### config.mk
export PLATFORM = sky130hd
export DESIGN_NAME = fct_cell
export DESIGN_NICKNAME = d
export VERILOG_FILES = /design/src/hdl/fct_pkg.sv /design/src/hdl/fct_cell.sv
export SDC_FILE = /design/constraint.sdc
export NUM_CORES = 2
export LEC_CHECK = 0
export ABC_AREA = 1
export BUFFER_PORTS_ARGS = -buffer_cell sky130_fd_sc_hd__buf_4
export CAP_MARGIN = 20
export CORE_MARGIN = 3
export CORE_UTILIZATION = 50
export CTS_CLUSTER_SIZE = 24
export DETAILED_ROUTE_END_ITERATION = 8
export GPL_ROUTABILITY_DRIVEN = 1
export PLACE_DENSITY = 0.64
export SYNTH_ARGS = -nofsm -noshare
export SYNTH_HDL_FRONTEND = slang
export SYNTH_SLANG_ARGS = --single-unit
### constraint.sdc
create_clock -name i_clk -period 18.9 [get_ports i_clk]
set_input_delay 3.78 -clock i_clk [delete_from_list [all_inputs] [get_ports i_clk]]
set_output_delay 3.78 -clock i_clk [all_outputs]
set_load 0.05 [all_outputs]
### src/hdl/fct_pkg.sv
// Shared types and constants of the frustum cull test block.
package fct_pkg;

    // Query kinds; any other code is taken as a point query
    localparam logic [1:0] OP_BOX    = 2'd0;
    localparam logic [1:0] OP_SPHERE = 2'd1;
    localparam logic [1:0] OP_POINT  = 2'd2;

    // Visibility codes
    localparam logic [1:0] VIS_OUTSIDE = 2'd0;
    localparam logic [1:0] VIS_PARTIAL = 2'd1;
    localparam logic [1:0] VIS_FULL    = 2'd2;

    // Configuration port
    localparam int CFG_INDEX_W = 3;
    localparam int PLANE_W     = 64;

    // Plane packing: four signed 16-bit values
    localparam int COMP_W = 16;
    localparam int HALF_W = 15;

    // Q1.14 times Q8.8 leaves 22 fraction bits; offsets and radius align by 14
    localparam int FRAC_SH = 14;

    // Datapath widths, sized to the exact ranges of the products and sums
    localparam int PC_W  = 32;  // signed normal * signed center
    localparam int MAG_W = 17;  // |normal|, up to 2^15
    localparam int PH_W  = 30;  // |normal| * half extent
    localparam int DC_W  = 33;  // signed distance of the center
    localparam int T_W   = 32;  // box spread or scaled radius
    localparam int SUM_W = 34;  // distance plus or minus spread

    typedef struct packed {
        logic outside;
        logic partial;
    } t_flags;

    typedef struct packed {
        logic [1:0]               op;
        logic signed [COMP_W-1:0] cx;
        logic signed [COMP_W-1:0] cy;
        logic signed [COMP_W-1:0] cz;
        logic [HALF_W-1:0]        hx;
        logic [HALF_W-1:0]        hy;
        logic [HALF_W-1:0]        hz;
        logic [HALF_W-1:0]        radius;
        t_flags                   flags;
    } t_word;

endpackage

### src/hdl/fct_cell.sv
// One plane cell: three register stages that test a query word against one plane.
module fct_cell (
    input  logic                         i_clk,
    input  logic                         i_rst_n,
    input  logic [fct_pkg::PLANE_W-1:0]  i_plane,
    input  logic                         i_valid,
    output logic                         o_ready,
    input  fct_pkg::t_word               i_word,
    output logic                         o_valid,
    input  logic                         i_ready,
    output fct_pkg::t_word               o_word
);

    // Plane fields
    logic signed [fct_pkg::COMP_W-1:0] nx, ny, nz, pd;
    assign nx = i_plane[15:0];
    assign ny = i_plane[31:16];
    assign nz = i_plane[47:32];
    assign pd = i_plane[63:48];

    // Stage enables; a stage advances when empty or when its successor advances
    logic en1, en2, en3;
    logic r1_v, r2_v, r3_v;

    assign en3     = !r3_v || i_ready;
    assign en2     = !r2_v || en3;
    assign en1     = !r1_v || en2;
    assign o_ready = en1;
    assign o_valid = r3_v;

    // Stage 1: products
    fct_pkg::t_word                   r1_word;
    logic signed [fct_pkg::PC_W-1:0]  r1_pc [3];
    logic signed [fct_pkg::PC_W-1:0]  n1_pc [3];
    logic [fct_pkg::PH_W-1:0]         r1_ph [3];
    logic [fct_pkg::PH_W-1:0]         n1_ph [3];
    logic [fct_pkg::MAG_W-1:0]        mag_x, mag_y, mag_z;

    function automatic logic [fct_pkg::MAG_W-1:0] f_mag(
        input logic signed [fct_pkg::COMP_W-1:0] v
    );
        logic [fct_pkg::MAG_W-1:0] ext;
        ext = {v[fct_pkg::COMP_W-1], v};
        return v[fct_pkg::COMP_W-1] ? (~ext + 1'b1) : ext;
    endfunction

    always_comb begin
        mag_x    = f_mag(nx);
        mag_y    = f_mag(ny);
        mag_z    = f_mag(nz);
        n1_pc[0] = fct_pkg::PC_W'(nx * i_word.cx);
        n1_pc[1] = fct_pkg::PC_W'(ny * i_word.cy);
        n1_pc[2] = fct_pkg::PC_W'(nz * i_word.cz);
        // |n| * h is the far-vertex term of the box on each axis
        n1_ph[0] = fct_pkg::PH_W'(mag_x * i_word.hx);
        n1_ph[1] = fct_pkg::PH_W'(mag_y * i_word.hy);
        n1_ph[2] = fct_pkg::PH_W'(mag_z * i_word.hz);
    end

    always_ff @(posedge i_clk) begin
        if (!i_rst_n) begin
            r1_v <= 1'b0;
        end else if (en1) begin
            r1_v <= i_valid;
        end
    end

    always_ff @(posedge i_clk) begin
        if (en1) begin
            r1_word <= i_word;
            r1_pc   <= n1_pc;
            r1_ph   <= n1_ph;
        end
    end

    // Stage 2: center distance and spread
    fct_pkg::t_word                  r2_word;
    logic signed [fct_pkg::DC_W-1:0] r2_dc, n2_dc;
    logic [fct_pkg::T_W-1:0]         r2_t, n2_t;

    always_comb begin
        n2_dc = fct_pkg::DC_W'(r1_pc[0]) + fct_pkg::DC_W'(r1_pc[1])
              + fct_pkg::DC_W'(r1_pc[2]) + (fct_pkg::DC_W'(pd) <<< fct_pkg::FRAC_SH);
        case (r1_word.op)
            fct_pkg::OP_BOX: begin
                n2_t = fct_pkg::T_W'(r1_ph[0]) + fct_pkg::T_W'(r1_ph[1])
                     + fct_pkg::T_W'(r1_ph[2]);
            end
            fct_pkg::OP_SPHERE: begin
                n2_t = fct_pkg::T_W'(r1_word.radius) << fct_pkg::FRAC_SH;
            end
            default: begin
                n2_t = '0;
            end
        endcase
    end

    always_ff @(posedge i_clk) begin
        if (!i_rst_n) begin
            r2_v <= 1'b0;
        end else if (en2) begin
            r2_v <= r1_v;
        end
    end

    always_ff @(posedge i_clk) begin
        if (en2) begin
            r2_word <= r1_word;
            r2_dc   <= n2_dc;
            r2_t    <= n2_t;
        end
    end

    // Stage 3: far side below zero culls, near side below zero marks partial
    fct_pkg::t_word            r3_word, n3_word;
    logic [fct_pkg::SUM_W-1:0] far_sum, near_sum;

    always_comb begin
        far_sum  = {r2_dc[fct_pkg::DC_W-1], r2_dc} + {2'b00, r2_t};
        near_sum = {r2_dc[fct_pkg::DC_W-1], r2_dc} - {2'b00, r2_t};
        n3_word  = r2_word;
        n3_word.flags.outside = r2_word.flags.outside || far_sum[fct_pkg::SUM_W-1];
        n3_word.flags.partial = r2_word.flags.partial || near_sum[fct_pkg::SUM_W-1];
    end

    always_ff @(posedge i_clk) begin
        if (!i_rst_n) begin
            r3_v <= 1'b0;
        end else if (en3) begin
            r3_v <= r2_v;
        end
    end

    always_ff @(posedge i_clk) begin
        if (en3) begin
            r3_word <= n3_word;
        end
    end

    assign o_word = r3_word;

    // An outside mark is never lost on its way through the cell
    a_outside_kept: assert property (@(posedge i_clk) disable iff (!i_rst_n)
        (r2_v && en3 && r2_word.flags.outside) |=> r3_word.flags.outside)
        else $error("outside flag dropped in plane cell");

    // Point queries carry no spread
    a_point_no_spread: assert property (@(posedge i_clk) disable iff (!i_rst_n)
        (r2_v && r2_word.op != fct_pkg::OP_BOX && r2_word.op != fct_pkg::OP_SPHERE)
        |-> (r2_t == '0))
        else $error("spread set for a point query");

    // A stalled word holds in the last stage
    a_stall_hold: assert property (@(posedge i_clk) disable iff (!i_rst_n)
        (r3_v && !i_ready) |=> (r3_v && $stable(r3_word)))
        else $error("stalled word changed in plane cell");

    // A full pipe with a stalled output takes no new word
    a_full_blocks: assert property (@(posedge i_clk) disable iff (!i_rst_n)
        (r1_v && r2_v && r3_v && !i_ready) |-> !o_ready)
        else $error("plane cell accepted a word while full");

endmodule

### Word-level counts from Yosys, hierarchy flattened

Cells that the tools add are included.

| word-level totals | value |
|---|---|
| register bits | 590 |
| input port bits | 180 |
| output and inout bits | 114 |
| word-level logic and storage cells | 74 |

| operators by class | value |
|---|---|
| add/sub/neg operators | 10 |
| $mul | 6 |
| equality and inequality tests | 1 |
| muxes and demuxes | 4 |
| bitwise gates (word level) | 3 |
| reductions and logical operators | 9 |

Operators with widths:

| kind | number |
|---|---|
| $mul 16x16->32 | 3 |
| $mul 17x15->30 | 3 |
| $pmux 32 s2 | 1 |
| $add 17x1->17 const B | 3 |
| $mux 17 | 3 |
| $not 17->17 | 3 |
| $add 33x33->34 | 1 |
| $sub 33x33->34 | 1 |
| $add 32x32->33 | 1 |
| $add 33x30->33 | 1 |
| $add 33x32->33 | 1 |
| $add 31x30->32 | 1 |
| $add 30x30->31 | 1 |
| $logic_or 1x1->1 | 5 |
| $logic_not 1->1 | 3 |
| $eq 2x1->1 const B | 1 |
| $logic_not 2->1 | 1 |

### Longest topological paths before layout

| depth | value |
|---|---|
| depth after elaboration | 4 |
| gate-level depth with buffers | 36 |
| mapped depth without buffers | 35 |

### Worst setup path after synthesis

No wires, ideal clock.

| path | value |
|---|---|
| path kind | input port to output port |
| from | input port i_ready |
| to | output port o_ready |
| arrival | 13.134 ns |
| required time | 15.120 ns |
| slack | 1.986 ns |
| stages | 4 |
| path buffers | 0 |
| cells stage by stage | inv_1 > nand2_1 > nor2_1 > nand2_1 |

| on the way | value |
|---|---|
| longest elaborated chain between the ends | 3 |

RTL lines:

| element | line | RTL |
|---|---|---|
| start: declaration | fct_cell.sv:10 | `input logic i_ready,` |
| $logic_or 1x1->1 | fct_cell.sv:25 | `assign en3 = !r3_v \|\| i_ready;` |
| named net en3 | fct_cell.sv:22 | `logic en1, en2, en3;` |
| $logic_or 1x1->1 | fct_cell.sv:26 | `assign en2 = !r2_v \|\| en3;` |
| $logic_or 1x1->1 | fct_cell.sv:27 | `assign en1 = !r1_v \|\| en2;` |
| end: declaration | fct_cell.sv:7 | `output logic o_ready,` |

The timed path passes the listed nets, and every way through them passes these cells.

==> results.toml <==
[placed_design]
port_buffers = 293
place_congestion = 0.948
dp_hpwl_um = 196000

[die]
die_y_um = 415
top_level_ports = 294
die_w_um = 415
start_util_pct = 50.5
die_area_um2 = 172000
rows = 149
core-area_um2 = 165000

[flow_run]
maxCapViolations = 0

[clock_network]
cts_tree = "built"
hold_buffers = 0
path_clk_slew_ns = 0.06
cts.sinks = 590
cts_inserted_buffers = 70
cts_root_buffer = "clkbuf_16"
cts_max_level = 3
clk_latency_ns = 0.70
cts_setup_buffers = 0
clockBufferDepth = 3
cts_resized = 0

[cells_and_area]
fillers = 15297
final_nets = 11981
syn2layout_area_growth_pct = 7.71
drive_gt1_share_pct = 5.40
multi_input_area_um2 = 55600
seq_area_um2 = 17700

[sta]
hold_violations = 0
slew_viol_final = 0
fin_tns_setup_ns = 0
setup_viol = 0
fin_crit_sh_pct = 53.4
max_slew.worst_pin.slew_ns = 1.09
fin_crit_ns = 10.10
skew_ns = 0.0402
fmax_ghz = 0.0990
rsz0062_at_grt = "false"
relSlewSlack_pct = 27.6

[critical_path]
worst_path_max_delay_cell = "fa_1"
cp_common_cell = "inv_1"
critical_path_required_ns = 19.35
end_kind = "flip-flop"
cpPeakStageDelay_ns = 0.55
cp-start-kind = "primary input"
arrival_ns = 10.55
path_class = "in2reg"
crit_fanout = 31

[logic_synthesis]
synth_cells = 9562
ys.flop_type = "edfxtp_1"
yosys_warnings = 0
synthArstFlopShare_pct = 0
mappedNetlistArea_um2 = 83500
ys_types = 54
syn-mean-instance-area_um2 = 8.73
synth_edf_count = 587
ys_seq_area_share_pct = 21.2
ys_seq_elements = 590

[grt]
grt_max_degree = 166
grt_pass1_wl_um = 373000
antenna_found_initial = 7
grt-ovfl-total = 0
grt_pass1_vias = 66677
grt_usage_pct = 28.0

[outcome]
status = "finished, final reports clean"

[detailed_routing]
drt_pass1_iterations = 6
ant_nets = 0
drtIter0Drc = 4127
finalWirelength_um = 234000
routed_via_density = 5.21
wl_per_cell_um = 19.6
num_vias = 62367
drc = 0

[min_path]
worst_hold_path_type = "reg2reg"
critical path, delay by kind of cell:
| kind | cells | cell delay, ns |
|---|---|---|
| buf+inv | 11 | 1.33 |
| compound gates | 3 | 0.76 |
| fa+ha+maj | 8 | 3.63 |
| simple gates | 12 | 1.02 |
sequential cells by signal, indices dropped and copies added, names as in the netlist:
name and flops:
r1_v 1, r1_pc 96, r2_t 32, r2_word 2, r2_v 1, o_word 112, r2_dc 33, n3_word 110
r1_ph 90, r1_word 112, o_valid 1
routing by layer:
metal | part of all wire [%] | routed length (µm) | up-vias | track usage [%]
li1 | - | - | 28752 | -
met1 | 41 | 96200 | 31311 | 36.7
met2 | 48 | 113000 | 1938 | 47.1
met3 | 6.9 | 16200 | 366 | 4.62
met4 | 3.7 | 8670 | 0 | 10.1
met5 | 0 | 0 | - | 0
cell usage after synthesis, types with 8 or more instances:
master	count	area, µm²
o21bai_1	28	210
nor3_1	57	285
buf_6	10	113
o21a_1	12	90.1
inv_1	2426	9110
buf_2	37	185
a21o_1	24	180
nor4_1	12	75.1
nor2_2	31	194
a21boi_0	8	60.1
nand3_1	300	1500
clkbuf_1	195	732
nand2_1	2160	8110
nand3b_1	17	128
or2_2	8	50.1
buf_1	11	41.3
nand2_2	15	93.8
clkinv_1	16	60.1
o21ai_0	151	756
nor2_1	739	2770
ha_1	638	7980
edfxtp_1	587	17600
a21oi_1	290	1450
inv_2	22	82.6
xnor2_1	42	368
xor2_1	133	1160
nand4_1	75	469
fa_1	1444	28900
final timing paths:
path | from | to | slack [ns] | cells past startpoint
min reg2reg | n3_word[26] | o_word[26] | 0.40 | 0
min | n3_word[26] | o_word[26] | 0.40 | 0
max | i_plane[16] | r1_ph[57] | 8.80 | 34
max reg2reg | o_valid | r1_pc[0] | 15.46 | 5
metrics by stage:
stage,utilization (%),cell area (µm²),std cells,setup slack (ns),hold slack (ns)
2_1_floorplan,-,83600,9599,1.99,0.400
3_3_place_gp,53.0,87600,11836,8.31,0.400
3_5_place_dp,53.0,87600,11836,8.19,0.405
4_1_cts,54.4,89900,11959,8.93,0.403
5_1_grt,54.4,89900,11963,8.42,0.419
6_report,54.4,89900,11964,8.80,0.401
kinds of logic (layout without fill, tap and decap cells):
| kind of cell | after synthesis | in the layout | synth area share (%) |
|---|---|---|---|
| AO/OA/AOI/OAI | 532 | 532 | 3.47 |
| adder cells (fa/ha/maj) | 2082 | 2082 | 44.2 |
| AND/OR/NAND/NOR | 3452 | 3452 | 16.8 |
| buffers and inverters | 2727 | 2898 | 12.4 |
| XOR/XNOR | 177 | 177 | 1.89 |
| flip-flops | 590 | 590 | 21.2 |
| other | 2 | 44 | 0.00900 |
final cells by class:
| class | instances | share of cell area, % |
|---|---|---|
| timing repair buffer | 306 | 2.57 |
| multi-input combinational | 6282 | 61.8 |
| antenna | 5 | 0.0139 |
| clock buffer | 79 | 2.01 |
| clock inverter | 44 | 0.577 |
| sequential | 590 | 19.7 |
| tap | 2189 | 3.05 |
| inverter | 2469 | 10.3 |
cell usage in the layout, fill, tap and decap left out, types with 6 or more instances in the layout:
master / n
o211ai_1: 7
inv_2: 22
xor2_1: 133
ha_1: 638
nand2_2: 15
or2_2: 8
nand2_1: 2158
conb_1: 39
o21bai_1: 28
a21o_1: 24
buf_4: 305
nor2_1: 739
a21boi_0: 8
o21a_1: 12
nand3_1: 300
nand4_1: 75
bufinv_16: 7
nor4_1: 12
nand2_4: 6
edfxtp_1: 587
clkbuf_16: 71
xnor2_1: 42
a21oi_1: 290
o21ai_0: 151
clkbuf_1: 8
nand3b_1: 17
inv_1: 2425
fa_1: 1444
and2_1: 7
nor3_1: 57
nor2_2: 31
inv_6: 7
clkinv_2: 8
clkinv_1: 22
Power is not shown: default switching activity piles up to over one toggle a cycle in this logic, so the estimate is an artifact.
