===== src/hdl/fct_pkg.sv =====
// Shared types and constants of the frustum cull test block.
package fct_pkg;

    // Query kinds; any other code is taken as a point query
    localparam logic [1:0] OP_BOX    = 2'd0;
    localparam logic [1:0] OP_SPHERE = 2'd1;
    localparam logic [1:0] OP_POINT  = 2'd2;

    // Visibility codes
    localparam logic [1:0] VIS_OUTSIDE = 2'd0;
    localparam logic [1:0] VIS_PARTIAL = 2'd1;
    localparam logic [1:0] VIS_FULL    = 2'd2;

    // Configuration port
    localparam int CFG_INDEX_W = 3;
    localparam int PLANE_W     = 64;

    // Plane packing: four signed 16-bit values
    localparam int COMP_W = 16;
    localparam int HALF_W = 15;

    // Q1.14 times Q8.8 leaves 22 fraction bits; offsets and radius align by 14
    localparam int FRAC_SH = 14;

    // Datapath widths, sized to the exact ranges of the products and sums
    localparam int PC_W  = 32;  // signed normal * signed center
    localparam int MAG_W = 17;  // |normal|, up to 2^15
    localparam int PH_W  = 30;  // |normal| * half extent
    localparam int DC_W  = 33;  // signed distance of the center
    localparam int T_W   = 32;  // box spread or scaled radius
    localparam int SUM_W = 34;  // distance plus or minus spread

    typedef struct packed {
        logic outside;
        logic partial;
    } t_flags;

    typedef struct packed {
        logic [1:0]               op;
        logic signed [COMP_W-1:0] cx;
        logic signed [COMP_W-1:0] cy;
        logic signed [COMP_W-1:0] cz;
        logic [HALF_W-1:0]        hx;
        logic [HALF_W-1:0]        hy;
        logic [HALF_W-1:0]        hz;
        logic [HALF_W-1:0]        radius;
        t_flags                   flags;
    } t_word;

endpackage


===== src/hdl/fct_plane_regs.sv =====
// Plane configuration registers, one 64-bit word per plane.
module fct_plane_regs #(
    parameter int PLANE_COUNT = 6
) (
    input  logic                                            i_clk,
    input  logic                                            i_rst_n,
    input  logic                                            i_cfg_we,
    input  logic [fct_pkg::CFG_INDEX_W-1:0]                 i_cfg_index,
    input  logic [fct_pkg::PLANE_W-1:0]                     i_cfg_data,
    output logic [PLANE_COUNT-1:0][fct_pkg::PLANE_W-1:0]    o_planes
);

    logic [PLANE_COUNT-1:0][fct_pkg::PLANE_W-1:0] r_planes;

    // Drop writes to indexes without a plane
    always_ff @(posedge i_clk) begin
        if (!i_rst_n) begin
            r_planes <= '0;
        end else if (i_cfg_we) begin
            for (int k = 0; k < PLANE_COUNT; k++) begin
                if (i_cfg_index == fct_pkg::CFG_INDEX_W'(k)) begin
                    r_planes[k] <= i_cfg_data;
                end
            end
        end
    end

    assign o_planes = r_planes;

endmodule


===== config.mk =====
export PLATFORM = sky130hd
export DESIGN_NAME = fct_plane_regs
export DESIGN_NICKNAME = d
export VERILOG_FILES = /design/src/hdl/fct_pkg.sv /design/src/hdl/fct_plane_regs.sv
export SDC_FILE = /design/constraint.sdc
export NUM_CORES = 1
export LEC_CHECK = 0
export BUFFER_PORTS_ARGS = -buffer_cell sky130_fd_sc_hd__buf_4
export CAP_MARGIN = 20
export CORE_MARGIN = 1.5
export CORE_UTILIZATION = 25
export DETAILED_ROUTE_END_ITERATION = 10
export HOLD_SLACK_MARGIN = 0.08
export PLACE_DENSITY_LB_ADDON = 0.2
export SLEW_MARGIN = 20
export SYNTH_ARGS = -nofsm -noshare
export SYNTH_HDL_FRONTEND = slang
export SYNTH_SLANG_ARGS = --single-unit

===== constraint.sdc =====
create_clock -name i_clk -period 1.1 [get_ports i_clk]
set_clock_uncertainty 0.2 [all_clocks]
set_input_delay 0.055 -clock i_clk [delete_from_list [all_inputs] [get_ports i_clk]]
set_output_delay 0.055 -clock i_clk [all_outputs]
set_load 0.05 [all_outputs]

# After elaboration in Yosys (flattened, before gate mapping)

Cells that the tools add are included.

Register bits after elaboration: 384
Input port bits: 70
Output and inout port bits: 384

Reduce and logical (&&, ||, !) cells: 7
Equal/unequal tests: 5

Operators with widths:

| kind                                                | number |
|---|---|
| AND reduction 2 bit                                 | 6 |
| equality test 3 x 2 -> 1 bit, second input constant | 2 |
| equality test 3 bit, second input constant          | 2 |
| equality test 3 x 1 -> 1 bit, second input constant | 1 |
| zero test 3 bit                                     | 1 |

# Logic depth before layout (Yosys ltp)

Gate-level depths: netlist (run 1).

Depth after elaboration: 2
Depth in mapped cells: 5
Depth with buffers taken out: 2

# Least setup slack after synthesis (run 1)

Ideal clock, no wire load.

Path kind: input -> register
From: input port i_cfg_index[0] (netlist name)
To: register r_planes, in the netlist o_planes[0]
Arrival time: 0.847 ns
Required time: 0.828 ns
Stages on the path: 4
Path slack: -0.018 ns
Path through: nor4b_4 -> buf_12 -> buf_12 -> mux2i_1

Longest elaborated chain between the ends: 2

Ends and longest elaborated chain:

| item                          | line                 | text |
|---|---|---|
| start, declared               | fct_plane_regs.sv:8  | `input logic [fct_pkg::CFG_INDEX_W-1:0] i_cfg_index,` |
| zero test 3 bit               | fct_plane_regs.sv:21 | `if (i_cfg_index == fct_pkg::CFG_INDEX_W'(k)) begin` |
| AND reduction 2 bit (no line) | --                   |  |
| end signal, assigned by index | fct_plane_regs.sv:22 | `r_planes[k] <= i_cfg_data;` |
| end, declared                 | fct_plane_regs.sv:13 | `logic [PLANE_COUNT-1:0][fct_pkg::PLANE_W-1:0] r_planes;` |

No other way between the ends.
A chain may end at the register's enable or synchronous reset.

# Worst setup path after layout (run 1)

From: register r_planes, in the netlist o_planes[119]
To: output port o_planes[119] (netlist name)

RTL lines:

| item          | line                 | text |
|---|---|---|
| end, declared | fct_plane_regs.sv:10 | `output logic [PLANE_COUNT-1:0][fct_pkg::PLANE_W-1:0] o_planes` |

No word-level cell between the ends.

==> results of run 1 <==
==> power by group through the flow <==
| stage | Sequential, uW | Combinational (uW) | Clock, uW |
|---|---|---|---|
| 2_1_floorplan | 15700 | 979 | 0 |
| 3_3_place_gp | 14700 | 3330 | 0 |
| 3_5_place_dp | 14700 | 3350 | 0 |
| 4_1_cts | 14600 | 4000 | 15000 |
| 5_1_grt | 14600 | 4280 | 15600 |
| 6_report | 14500 | 4080 | 14500 |
==> worst min-delay path by stage <==
stage,start,endpoint,slack (ns),cells past startpoint
CTS,i_rst_n,o_planes[326]$_SDFFE_PN0P_,-0.21,4
floorplan,i_cfg_data[36],o_planes[100]$_SDFFE_PN0P_,0.1,2
global placement,o_planes[31]$_SDFFE_PN0P_,o_planes[31]$_SDFFE_PN0P_,0.24,2
finish,i_rst_n,o_planes[257]$_SDFFE_PN0P_,-0.18,4
global route,i_rst_n,o_planes[277]$_SDFFE_PN0P_,-0.19,4
detailed placement,o_planes[9]$_SDFFE_PN0P_,o_planes[9]$_SDFFE_PN0P_,0.25,2
==> routing by layer <==
layer	vias up	GRT usage [%]	wire [um]
met2	333	27.4	23500
li1	5700	-	-
met3	67	5.02	3370
met5	-	0	0
met1	5661	20.0	20900
met4	0	5.20	1340
==> through the flow <==
step                      instance area, um^2  total power [uW]  setup TNS [ns]  util (%)  worst slack, ns
final                                   25000             33100          -74.94      45.2           -0.220
after global routing                    25000             34400          -95.50      45.2           -0.272
after CTS                               24300             33500          -92.65      44.1           -0.271
after detailed placement                18700             18100          -95.93      33.9           -0.353
after global placement                  18700             18000          -91.20      33.9           -0.320
after floorplan                         14000             16700           -1.10         -          -0.0184
==> cells by family after synthesis <==
kind of cell | after synthesis
buf+inv | 92
flops | 384
mux | 384
simple gates | 454
==> synthesized netlist by cell type <==
cell type	count	area [um^2]
sky130_fd_sc_hd__nand2_1	448	1680
sky130_fd_sc_hd__dfxtp_1	384	7690
sky130_fd_sc_hd__mux2i_1	384	3840
sky130_fd_sc_hd__clkbuf_1	33	124
sky130_fd_sc_hd__buf_6	30	338
sky130_fd_sc_hd__buf_2	16	80.1
sky130_fd_sc_hd__buf_12	7	140
sky130_fd_sc_hd__buf_4	6	45.0
sky130_fd_sc_hd__nand4bb_1	3	33.8
sky130_fd_sc_hd__nand4b_1	2	17.5
sky130_fd_sc_hd__nor4b_4	1	23.8
==> layout make-up <==
cell class                 count  area (um^2)  area share (%)
clock buffer                  62         1270            5.09
multi-input combinational    838         5650            22.6
timing repair buffer         723         8770            35.1
clock inverter                12          138           0.551
tap                          748          936            3.75
sequential                   384         8210            32.9
==> repair_timing <==
| item | CTS | global route |
|---|---|---|
| endpoints found under the hold margin | 384 | 376 |
| setup endpoints to repair | 384 | 388 |
| buffers inserted | 47 | 55 |
| gates resized for setup | 1112 | 46 |
| cloned | 0 | 1 |
| hold buffers | 66 | 3 |
| pin swaps | 0 | 0 |
==> impl_table.tex, run 1 <==
\begin{tabular}{lr}
\hline
Metric & Value \\
\hline
\multicolumn{2}{l}{\textbf{Pwr}} \\
Clock Power Share & 43.8\% \\
Switching share of power & 25.4\% \\
Net load switching power & 8420 uW \\
Power density normalized to cell area & roughly 1300 mW/mm\^{}2 \\
Total leakage power & 0.0122 uW \\
VDD IR-drop max & 0.930 mV \\
Internal & approximately 25000 uW \\
Gate power share & 12.3\% \\
Sequential power share & about 44\% \\
\multicolumn{2}{l}{\textbf{Worst setup path}} \\
Destination of the critical timing path & o\_planes[119] \\
Endpoint required time on the critical path & 0.84 ns \\
Worst EP arrival & 1.07 ns \\
Number of buffer and inverter stages on the critical path & 1 \\
Crit path launch type & flop \\
Maximum fanout count along the critical path & 2 \\
Terminus of the critical flop-to-flop path & o\_planes[217]\$\_SDFFE\_PN0P\_ \\
CP Launch Point & o\_planes[119]\$\_SDFFE\_PN0P\_ \\
Critical path capture point type & output pin \\
Slack of the worst reg-to-reg path & 0.05 ns \\
CP cell instances & buf\_8 \\
Cell depth of the worst flop-to-flop path & 4 \\
Delay-heaviest family, CP & flip-flops \\
Slowest cell delay on critical path & about 0.37 ns \\
WP depth & 1 \\
Worst reg2reg path startpoint & o\_planes[217]\$\_SDFFE\_PN0P\_ \\
Critical-path top delay cell & sky130\_fd\_sc\_hd\_\_dfxtp\_4 \\
Worst Path Class, Setup & reg -> out \\
\multicolumn{2}{l}{\textbf{Route}} \\
Detailed-router iteration count before antenna repair & 4 \\
Total DRC errors in the routed layout & 0 \\
Vias per cell & 4.25 \\
Post-DRT Antenna Nets & 0 \\
Sum of routed wire length over all layers & between 40000 and 50000 um \\
Count of vias placed by the detailed router & around 12000 \\
Average wire length per cell after detail routing & $\sim$18 um \\
Initial drt markers & 310 \\
\multicolumn{2}{l}{\textbf{Placement}} \\
Cell count after placement & about 2500 \\
Last weighted congestion value of the routability-driven placer & 0.760 \\
HPWL after DPL & 33000 um \\
Total of buffers placed on input and output ports & 453 \\
\multicolumn{2}{l}{\textbf{GRT}} \\
Pin count of the biggest net entering global routing & 39 \\
Wire length of the first global-routing pass & 72400 um \\
Global routing usage summed across all routing layers & 16.4\% \\
Via count of the first global-routing pass & 12000 \\
Total global routing overflow & 0 \\
Number of antenna violations at the first check in global routing & 0 \\
\multicolumn{2}{l}{\textbf{Logic synthesis}} \\
Multiplexer share of the synthesized area & a little over a quarter \\
Number of cells produced by synthesis & 1314 \\
Post-synthesis cell type count & 11 \\
Share of the synthesized area in compound gates (AO/OA/AOI/OAI) & 0\% \\
Synth Net Count & between 1000 and 1500 \\
Post-Synth Adder-Cell Area & 0\% \\
Total of warnings raised by yosys & 0 \\
Largest family of logic cells by synthesized area & multiplexers \\
Area of the mapped netlist & approximately 0.014 mm\^{}2 \\
Post-synthesis xor/xnor area fraction & 0\% \\
Register bit count reported by yosys & 384 \\
Sequential-to-total area share from yosys stat & 54.9\% \\
Simple-gate share of the synthesized area & 12.5\% \\
Synthesized area divided by synthesized cell count & 10.7 um\^{}2 \\
\multicolumn{2}{l}{\textbf{Die}} \\
Placeable core region & 0.0552 mm\^{}2 \\
Area enclosed by the die boundary & roughly 0.057 mm\^{}2 \\
Starting Density & 25.4\% \\
Vertical extent of the die & around 240 um \\
X dimension of the die & between 200 and 250 um \\
Site Rows & 86 \\
Number of top-level pins & 454 \\
\multicolumn{2}{l}{\textbf{STA}} \\
Period minus WS final & 1.32 ns \\
Worst-case setup margin in the final layout & -0.220 ns \\
Achievable Freq & between 700 and 800 MHz \\
Final setup violation count & 386 \\
Unrepaired setup endpoints after global routing & yes \\
Relative max-transition margin & 75.2\% \\
Portion of the clock cycle consumed by the worst path in the final layout & 120\% \\
Hold Worst Slack & -0.179 ns \\
Count of final max-slew check failures & 0 \\
Final hold vios & 237 \\
Pin slew with the least headroom to its limit & around 0.37 ns \\
\multicolumn{2}{l}{\textbf{Clock tree}} \\
Number of clock buffers inserted by TritonCTS & 45 \\
Clock latency on the worst-skew pair & 0.54 ns \\
Max H-tree Level & 2 \\
Root buf cell & sky130\_fd\_sc\_hd\_\_clkbuf\_16 \\
Clock-pin slew on the worst setup and hold paths & 0.06 ns \\
CTS sink cnt & about 380 \\
CTS tree & done \\
Clock Tree Buf Depth & 3 \\
\multicolumn{2}{l}{\textbf{Finish}} \\
Ratio of cells with drive above 1 in the final layout & a little over half \\
Final-stage net count & 2062 \\
Fill cell total of the finished layout & approximately 5100 \\
Max reg flops & 384 \\
Antenna diode count & 0 \\
Area growth, synth to finish & 78.2\% \\
Most used cells in the layout excluding fill and tap cells & sky130\_fd\_sc\_hd\_\_nand2\_1 (448), sky130\_fd\_sc\_hd\_\_mux2i\_1 (384), sky130\_fd\_sc\_hd\_\_buf\_8 (370) \\
Final Non-Filler Cells & 2767 \\
Commonest non-fill, non-tap cell in the layout & sky130\_fd\_sc\_hd\_\_nand2\_1 \\
\multicolumn{2}{l}{\textbf{Run}} \\
Max Cap Viol & 0 \\
\multicolumn{2}{l}{\textbf{Status}} \\
Failing checks & negative hold slack, negative setup slack \\
Outcome & complete, but fails checks \\
\multicolumn{2}{l}{\textbf{Worst hold path}} \\
Tightest Hold Check Type & in -> reg \\
\hline
\end{tabular}
No activity file was read; power rests on OpenSTA's default activity.
==> inputs of run 2 (changes only) <==
- clock period: 1.1 -> 1.5 ns (I/O delays scaled with it)
==> run 2 against run 1 <==
  * The run now ends clean
  * Sequential share of layout area increased by 2.3 points
  * Design area decreased by 12%
  * Worst setup slack better by 0.24 ns
  * Die area unchanged
  * Wire length up 1.1%
  * Worst hold slack better by 0.33 ns
  * Critical endpoint is now o_planes[43]$_SDFFE_PN0P_
==> impl_table.tex, run 2 (synthesized netlist as in run 1, its figures left out) <==
\begin{tabular}{lr}
\hline
Metric & Value \\
\hline
\multicolumn{2}{l}{\textbf{Status}} \\
Outcome & finished, final reports clean (was complete, but fails checks) \\
\multicolumn{2}{l}{\textbf{Die}} \\
Number of top-level pins & 454 (unchanged) \\
Placeable core region & 0.0552 mm\^{}2 (unchanged) \\
Site Rows & 86 (unchanged) \\
Vertical extent of the die & 240 um (unchanged) \\
Area enclosed by the die boundary & 0.0575 mm\^{}2 (unchanged) \\
X dimension of the die & 240 um (unchanged) \\
Starting Density & 25.4\% (unchanged) \\
\multicolumn{2}{l}{\textbf{Clock tree}} \\
Clock-pin slew on the worst setup and hold paths & 0.06 ns (about the same) \\
CTS tree & done (unchanged) \\
Max H-tree Level & 2 (unchanged) \\
CTS sink cnt & 384 (unchanged) \\
Number of clock buffers inserted by TritonCTS & 45 (unchanged) \\
Clock latency on the worst-skew pair & 0.54 ns (about the same) \\
Root buf cell & sky130\_fd\_sc\_hd\_\_clkbuf\_16 (unchanged) \\
Clock Tree Buf Depth & 3 (unchanged) \\
\multicolumn{2}{l}{\textbf{Worst setup path}} \\
Worst reg2reg path startpoint & o\_planes[91]\$\_SDFFE\_PN0P\_ (was o\_planes[217]\$\_SDFFE\_PN0P\_) \\
Slowest cell delay on critical path & 0.56 ns (was 0.37 ns) \\
Maximum fanout count along the critical path & 8 (was 2) \\
CP dominant cell by count & sky130\_fd\_sc\_hd\_\_buf\_6 \\
Critical path capture point type & flop (was output pin) \\
Endpoint required time on the critical path & 1.76 ns (was 0.84 ns) \\
CP Launch Point & i\_cfg\_index[1] (was o\_planes[119]\$\_SDFFE\_PN0P\_) \\
Worst Path Class, Setup & in -> reg (was reg -> out) \\
Crit path launch type & input pin (was flop) \\
Critical-path top delay cell & sky130\_fd\_sc\_hd\_\_dlygate4sd3\_1 (was sky130\_fd\_sc\_hd\_\_dfxtp\_4) \\
Worst EP arrival & 1.74 ns (was 1.07 ns) \\
CP cell instances & dlygate4sd3\_1, buf\_6, nor4b\_4, buf\_6, clkbuf\_16, buf\_16, mux2i\_1 (was buf\_8) \\
\multicolumn{2}{l}{\textbf{GRT}} \\
Pin count of the biggest net entering global routing & 33 (was 39) \\
Via count of the first global-routing pass & 11900 (was 12000) \\
Total global routing overflow & 0 (unchanged) \\
Global routing usage summed across all routing layers & 16.6\% (was 16.4\%) \\
Number of antenna violations at the first check in global routing & 0 (unchanged) \\
Wire length of the first global-routing pass & 73100 um (was 72400 um) \\
\multicolumn{2}{l}{\textbf{Finish}} \\
Final Non-Filler Cells & 2752 (was 2767) \\
Max reg flops & 384 (unchanged) \\
Ratio of cells with drive above 1 in the final layout & 29.7\% (was 54.8\%) \\
Area growth, synth to finish & 55.9\% (was 78.2\%) \\
Commonest non-fill, non-tap cell in the layout & sky130\_fd\_sc\_hd\_\_buf\_4 (was sky130\_fd\_sc\_hd\_\_nand2\_1) \\
Total non-filler cell area in the finished layout & 0.0218 mm\^{}2 (was 0.0250 mm\^{}2) \\
Most used cells in the layout excluding fill and tap cells & sky130\_fd\_sc\_hd\_\_buf\_4 (491), sky130\_fd\_sc\_hd\_\_nand2\_1 (448), sky130\_fd\_sc\_hd\_\_mux2i\_1 (384), sky130\_fd\_sc\_hd\_\_dfxtp\_1 (384), sky130\_fd\_sc\_hd\_\_dlygate4sd3\_1 (172) (was sky130\_fd\_sc\_hd\_\_nand2\_1 (448), sky130\_fd\_sc\_hd\_\_mux2i\_1 (384), sky130\_fd\_sc\_hd\_\_buf\_8 (370)) \\
Final-stage net count & 2043 (was 2062) \\
Antenna diode count & 0 (unchanged) \\
\multicolumn{2}{l}{\textbf{Placement}} \\
Last weighted congestion value of the routability-driven placer & 0.755 (was 0.760) \\
HPWL after DPL & 32900 um (was 33000 um) \\
Placement Setup Slack & 0.00894 ns (was -0.353 ns) \\
Cell area reported after detailed placement & 0.0186 mm\^{}2 (was 0.0187 mm\^{}2) \\
Total of buffers placed on input and output ports & 453 (unchanged) \\
Cell count after placement & 2493 (was 2521) \\
\multicolumn{2}{l}{\textbf{STA}} \\
Count of final max-slew check failures & 0 (unchanged) \\
Final hold vios & 0 (was 237) \\
Unrepaired setup endpoints after global routing & yes (unchanged) \\
Final setup violation count & 0 (was 386) \\
Achievable Freq & 677 MHz \\
Period minus WS final & approximately 1.5 ns \\
Relative max-transition margin & 58.3\% (was 75.2\%) \\
Hold Worst Slack & 0.151 ns (was -0.179 ns) \\
Worst-case setup margin in the final layout & 0.0226 ns (was -0.220 ns) \\
Pin slew with the least headroom to its limit & 0.623 ns (was 0.371 ns) \\
Portion of the clock cycle consumed by the worst path in the final layout & slightly below 100\% \\
\multicolumn{2}{l}{\textbf{Route}} \\
Vias per cell & 4.27 (was 4.25) \\
Routed met2 length & 23400 um (was 23500 um) \\
Average wire length per cell after detail routing & 18.0 um (was 17.8 um) \\
Total DRC errors in the routed layout & 0 (unchanged) \\
Post-DRT Antenna Nets & 0 (unchanged) \\
Count of vias placed by the detailed router & 11800 (unchanged) \\
Top routing layer in use & met4 (unchanged) \\
Detailed-routing wirelength on met1 & 21500 um (was 20900 um) \\
Sum of routed wire length over all layers & 49600 um (was 49100 um) \\
Detailed-router iteration count before antenna repair & 4 (unchanged) \\
Initial drt markers & 399 (was 310) \\
Met3 wire length & 3590 um (was 3370 um) \\
\multicolumn{2}{l}{\textbf{Worst hold path}} \\
Tightest Hold Check Type & in -> reg (unchanged) \\
Worst min-delay path startpoint & i\_rst\_n (unchanged) \\
\multicolumn{2}{l}{\textbf{Pwr}} \\
Total leakage power & 0.0109 uW (was 0.0122 uW) \\
Power density normalized to cell area & 1080 mW/mm\^{}2 (was 1330 mW/mm\^{}2) \\
VDD IR-drop max & 0.852 mV (was 0.930 mV) \\
Sum of internal, switching and leakage power & 23700 uW (was 33100 uW) \\
\multicolumn{2}{l}{\textbf{Run}} \\
Max Cap Viol & 0 (unchanged) \\
\hline
\end{tabular}
==> run 2: changes by cell type in the layout (fill, tap and decap cells not counted), sizes merged <==
cell	previous run	this run
clkinv	8	2
dlygate4sd3	69	172
bufinv	3	0
buf	653	526
clkbuf	63	76
inv	0	2
dlymetal6s4s	0	3
==> run 2: area by class of cell <==
type                            count  area [um^2]
Timing Repair Buffer              704         6190
Fill cell                        5514        33400
Clock buffer                       73         1350
Clock inverter                      5         35.0
Tap cell                          748          936
Sequential cell                   384         7690
Multi-Input combinational cell    838         5650
==> run 2: metrics by stage <==
| stage | TNS, ns | utilization [%] |
|---|---|---|
| detailed placement | 0 | 33.6 |
| global route | -0.00201 | 39.6 |
| finish | 0 | 39.6 |
| CTS | 0 | 39.2 |
| global placement | 0 | 33.6 |
| floorplan | 0 | - |
==> run 2: final timing paths <==
kind	to	slack, ns	cells past startpoint
min	o_planes[2]$_SDFFE_PN0P_	0.15	6
max	o_planes[43]$_SDFFE_PN0P_	0.02	7
max reg2reg	o_planes[91]$_SDFFE_PN0P_	0.14	3
min reg2reg	o_planes[19]$_SDFFE_PN0P_	0.26	2
==> run 2: power by group <==
part	leakage, uW	switching, uW	internal (uW)
clock network	0.000677	4290	6120
logic	0.00712	1690	1000
registers	0.00311	129	10400
==> run 2: timing repair <==
action                                  in CTS  in global routing
gates resized for setup                      0                 11
hold buffers                               169                 12
endpoints found under the setup margin       0                 75
endpoints found under the hold margin      384                 38
buffers inserted                             0                  2
==> run 2: metal layers <==
layer / track usage (%) / vias up
met1: 20.5 / 5699
met4: 4.99 / 0
met5: 0 / -
li1: - / 5671
met2: 27.8 / 324
met3: 4.77 / 67
==> run 2: worst max-delay path, delay by kind of cell <==
kind                   cells  cell delay, ns
multiplexers               1            0.21
AND/OR/NAND/NOR            1            0.26
buffers and inverters      5            1.19
==> inputs of run 3 (changes only) <==
- CORE_ASPECT_RATIO: default -> 1.1
- TNS_END_PERCENT: default -> 20
==> run 3 against run 2 <==
  * Sequential cell count did not move
  * Register-to-register slack got worse by 0.03 ns
  * Fmax fell by 0.63%
  * Sequential power barely moved
  * Sequential share of layout area rose by 1.2 points
  * Count of clock-buffer cells in the layout fell by 3
  * Critical path type unchanged
==> impl_table.tex, run 3 (synthesized netlist as in run 1, its figures left out) <==
\begin{tabular}{lr}
\hline
Metric & Value \\
\hline
\multicolumn{2}{l}{\textbf{Status}} \\
Outcome & finished, final reports clean (unchanged) \\
\multicolumn{2}{l}{\textbf{Placement}} \\
Cell area reported after detailed placement & 0.0184 mm\^{}2 (was 0.0186 mm\^{}2) \\
HPWL after DPL & 32700 um (was 32900 um) \\
Total of buffers placed on input and output ports & 453 (unchanged) \\
Placement Setup Slack & 0.0103 ns (was 0.00894 ns) \\
Last weighted congestion value of the routability-driven placer & 0.769 (was 0.755) \\
\multicolumn{2}{l}{\textbf{Route}} \\
Post-DRT Antenna Nets & 0 (unchanged) \\
Count of vias placed by the detailed router & 11400 (was 11800) \\
Total DRC errors in the routed layout & 0 (unchanged) \\
Vias per cell & 4.26 (was 4.27) \\
Detailed-router iteration count before antenna repair & 4 (unchanged) \\
Initial drt markers & 394 (was 399) \\
Average wire length per cell after detail routing & 18.3 um (was 18.0 um) \\
Sum of routed wire length over all layers & 48900 um (was 49600 um) \\
\multicolumn{2}{l}{\textbf{STA}} \\
Period minus WS final & 1.49 ns (was 1.48 ns) \\
Setup tns final & 0 ns (unchanged) \\
Hold Worst Slack & 0.0829 ns (was 0.151 ns) \\
Achievable Freq & 673 MHz (was 677 MHz) \\
Pin slew with the least headroom to its limit & 0.519 ns (was 0.623 ns) \\
Unrepaired setup endpoints after global routing & no (was yes) \\
Count of final max-slew check failures & 0 (unchanged) \\
Final setup violation count & 0 (unchanged) \\
Final hold vios & 0 (unchanged) \\
Worst-case setup margin in the final layout & 0.0131 ns (was 0.0226 ns) \\
Relative max-transition margin & 65.4\% (was 58.3\%) \\
Portion of the clock cycle consumed by the worst path in the final layout & 99.1\% (was 98.5\%) \\
\multicolumn{2}{l}{\textbf{Clock tree}} \\
Clock latency on the worst-skew pair & 0.56 ns (was 0.54 ns) \\
CTS tree & done (unchanged) \\
Max H-tree Level & 2 (unchanged) \\
CTS sink cnt & 384 (unchanged) \\
Root buf cell & sky130\_fd\_sc\_hd\_\_clkbuf\_16 (unchanged) \\
Number of clock buffers inserted by TritonCTS & 44 (was 45) \\
Clock-pin slew on the worst setup and hold paths & 0.06 ns (about the same) \\
Clock Tree Buf Depth & 3 (unchanged) \\
Post-CTS Setup Bufs & 0 (unchanged) \\
\multicolumn{2}{l}{\textbf{Worst setup path}} \\
Critical path capture point type & flop (unchanged) \\
CP cell instances & dlygate4sd3\_1, buf\_6, nor4b\_4, buf\_12, buf\_16, mux2i\_1 (was dlygate4sd3\_1, buf\_6, nor4b\_4, buf\_6, clkbuf\_16, buf\_16, mux2i\_1) \\
Critical-path top delay cell & sky130\_fd\_sc\_hd\_\_dlygate4sd3\_1 (unchanged) \\
Crit path launch type & input pin (unchanged) \\
Maximum fanout count along the critical path & 19 (was 8) \\
Slowest cell delay on critical path & 0.56 ns (about the same) \\
Worst Path Class, Setup & in -> reg (unchanged) \\
Worst EP arrival & 1.77 ns (was 1.74 ns) \\
Endpoint required time on the critical path & 1.79 ns (was 1.76 ns) \\
\multicolumn{2}{l}{\textbf{Run}} \\
Max Cap Viol & 0 (unchanged) \\
\multicolumn{2}{l}{\textbf{GRT}} \\
Total global routing overflow & 0 (unchanged) \\
Via count of the first global-routing pass & 11800 (was 11900) \\
Pin count of the biggest net entering global routing & 37 (was 33) \\
Global routing usage summed across all routing layers & 16.5\% (was 16.6\%) \\
Number of antenna violations at the first check in global routing & 0 (unchanged) \\
Wire length of the first global-routing pass & 73000 um (was 73100 um) \\
\multicolumn{2}{l}{\textbf{Die}} \\
Starting Density & 25.4\% (about the same) \\
Site Rows & 90 (was 86) \\
Area enclosed by the die boundary & 0.0575 mm\^{}2 (about the same) \\
Placeable core region & 0.0552 mm\^{}2 (about the same) \\
Number of top-level pins & 454 (unchanged) \\
X dimension of the die & 229 um (was 240 um) \\
Vertical extent of the die & 251 um (was 240 um) \\
\multicolumn{2}{l}{\textbf{Finish}} \\
Area growth, synth to finish & 50.8\% (was 55.9\%) \\
Most used cells in the layout excluding fill and tap cells & sky130\_fd\_sc\_hd\_\_buf\_4 (495), sky130\_fd\_sc\_hd\_\_nand2\_1 (448), sky130\_fd\_sc\_hd\_\_mux2i\_1 (384), sky130\_fd\_sc\_hd\_\_dfxtp\_1 (384), sky130\_fd\_sc\_hd\_\_dlygate4sd3\_1 (114) (was sky130\_fd\_sc\_hd\_\_buf\_4 (491), sky130\_fd\_sc\_hd\_\_nand2\_1 (448), sky130\_fd\_sc\_hd\_\_mux2i\_1 (384), sky130\_fd\_sc\_hd\_\_dfxtp\_1 (384), sky130\_fd\_sc\_hd\_\_dlygate4sd3\_1 (172)) \\
Max reg flops & 384 (unchanged) \\
Total non-filler cell area in the finished layout & 0.0211 mm\^{}2 (was 0.0218 mm\^{}2) \\
Commonest non-fill, non-tap cell in the layout & sky130\_fd\_sc\_hd\_\_buf\_4 (unchanged) \\
Antenna diode count & 0 (unchanged) \\
Final-stage net count & 1977 (was 2043) \\
Fill cell total of the finished layout & 5514 (unchanged) \\
Ratio of cells with drive above 1 in the final layout & 30.5\% (was 29.7\%) \\
\multicolumn{2}{l}{\textbf{Pwr}} \\
Power density normalized to cell area & 1130 mW/mm\^{}2 (was 1080 mW/mm\^{}2) \\
VDD IR-drop max & 0.728 mV (was 0.852 mV) \\
Total leakage power & 0.0107 uW (was 0.0109 uW) \\
\multicolumn{2}{l}{\textbf{Worst hold path}} \\
Tightest Hold Check Type & in -> reg (unchanged) \\
\hline
\end{tabular}
==> run 3: area by class of cell <==
type | count | area, um^2 | share of cell area (%)
repair buffers | 639 | 5430 | 25.7
multi-input cells | 838 | 5650 | 26.7
well taps | 736 | 921 | 4.36
clock inverters | 9 | 108 | 0.509
flip-flops and latches | 384 | 7690 | 36.4
clock buffers | 70 | 1340 | 6.34
==> run 3: final timing paths <==
check	startpoint	to	slack (ns)	depth (start not counted)
hold reg to reg	o_planes[44]$_SDFFE_PN0P_	o_planes[44]$_SDFFE_PN0P_	0.26	2
setup / recovery	i_cfg_index[2]	o_planes[12]$_SDFFE_PN0P_	0.01	6
setup reg to reg	o_planes[20]$_SDFFE_PN0P_	o_planes[20]$_SDFFE_PN0P_	0.11	3
hold / removal	i_rst_n	o_planes[320]$_SDFFE_PN0P_	0.08	5
==> run 3: where the power goes <==
group / switching (uW) / leakage, uW / internal, uW
clock: 4310 / 0.000706 / 6450
sequential: 127 / 0.00311 / 10400
combinational: 1680 / 0.00693 / 938
==> run 3: routing by layer <==
layer | routed length, um | part of all wire, % | GRT usage (%) | up-vias
met5 | 0 | 0 | 0 | -
met1 | 21500 | 44 | 20.4 | 5461
met4 | 1420 | 2.9 | 5.54 | 0
li1 | - | - | - | 5538
met2 | 23200 | 47 | 27.7 | 312
met3 | 2780 | 5.7 | 4.37 | 77
==> run 3: stage by stage <==
step / std cells / total power (uW) / util [%]
3_5_place_dp: 2477 / 13200 / 33.4
3_3_place_gp: 2477 / 13200 / 33.4
2_1_floorplan: 1314 / 12300 / -
6_report: 2676 / 23900 / 38.3
5_1_grt: 2676 / 24800 / 38.3
4_1_cts: 2676 / 24300 / 38.3
==> run 3: worst max-delay path: cells and delay by family <==
family        cells  cell delay [ns]
buf+inv           4             1.10
simple gates      1             0.34
mux               1             0.23
==> run 3: repair_timing <==
item,in CTS,in global routing
hold buffers,120,0
setup endpoints to repair,0,23
gates resized for setup,0,5
hold endpoints to repair,384,0
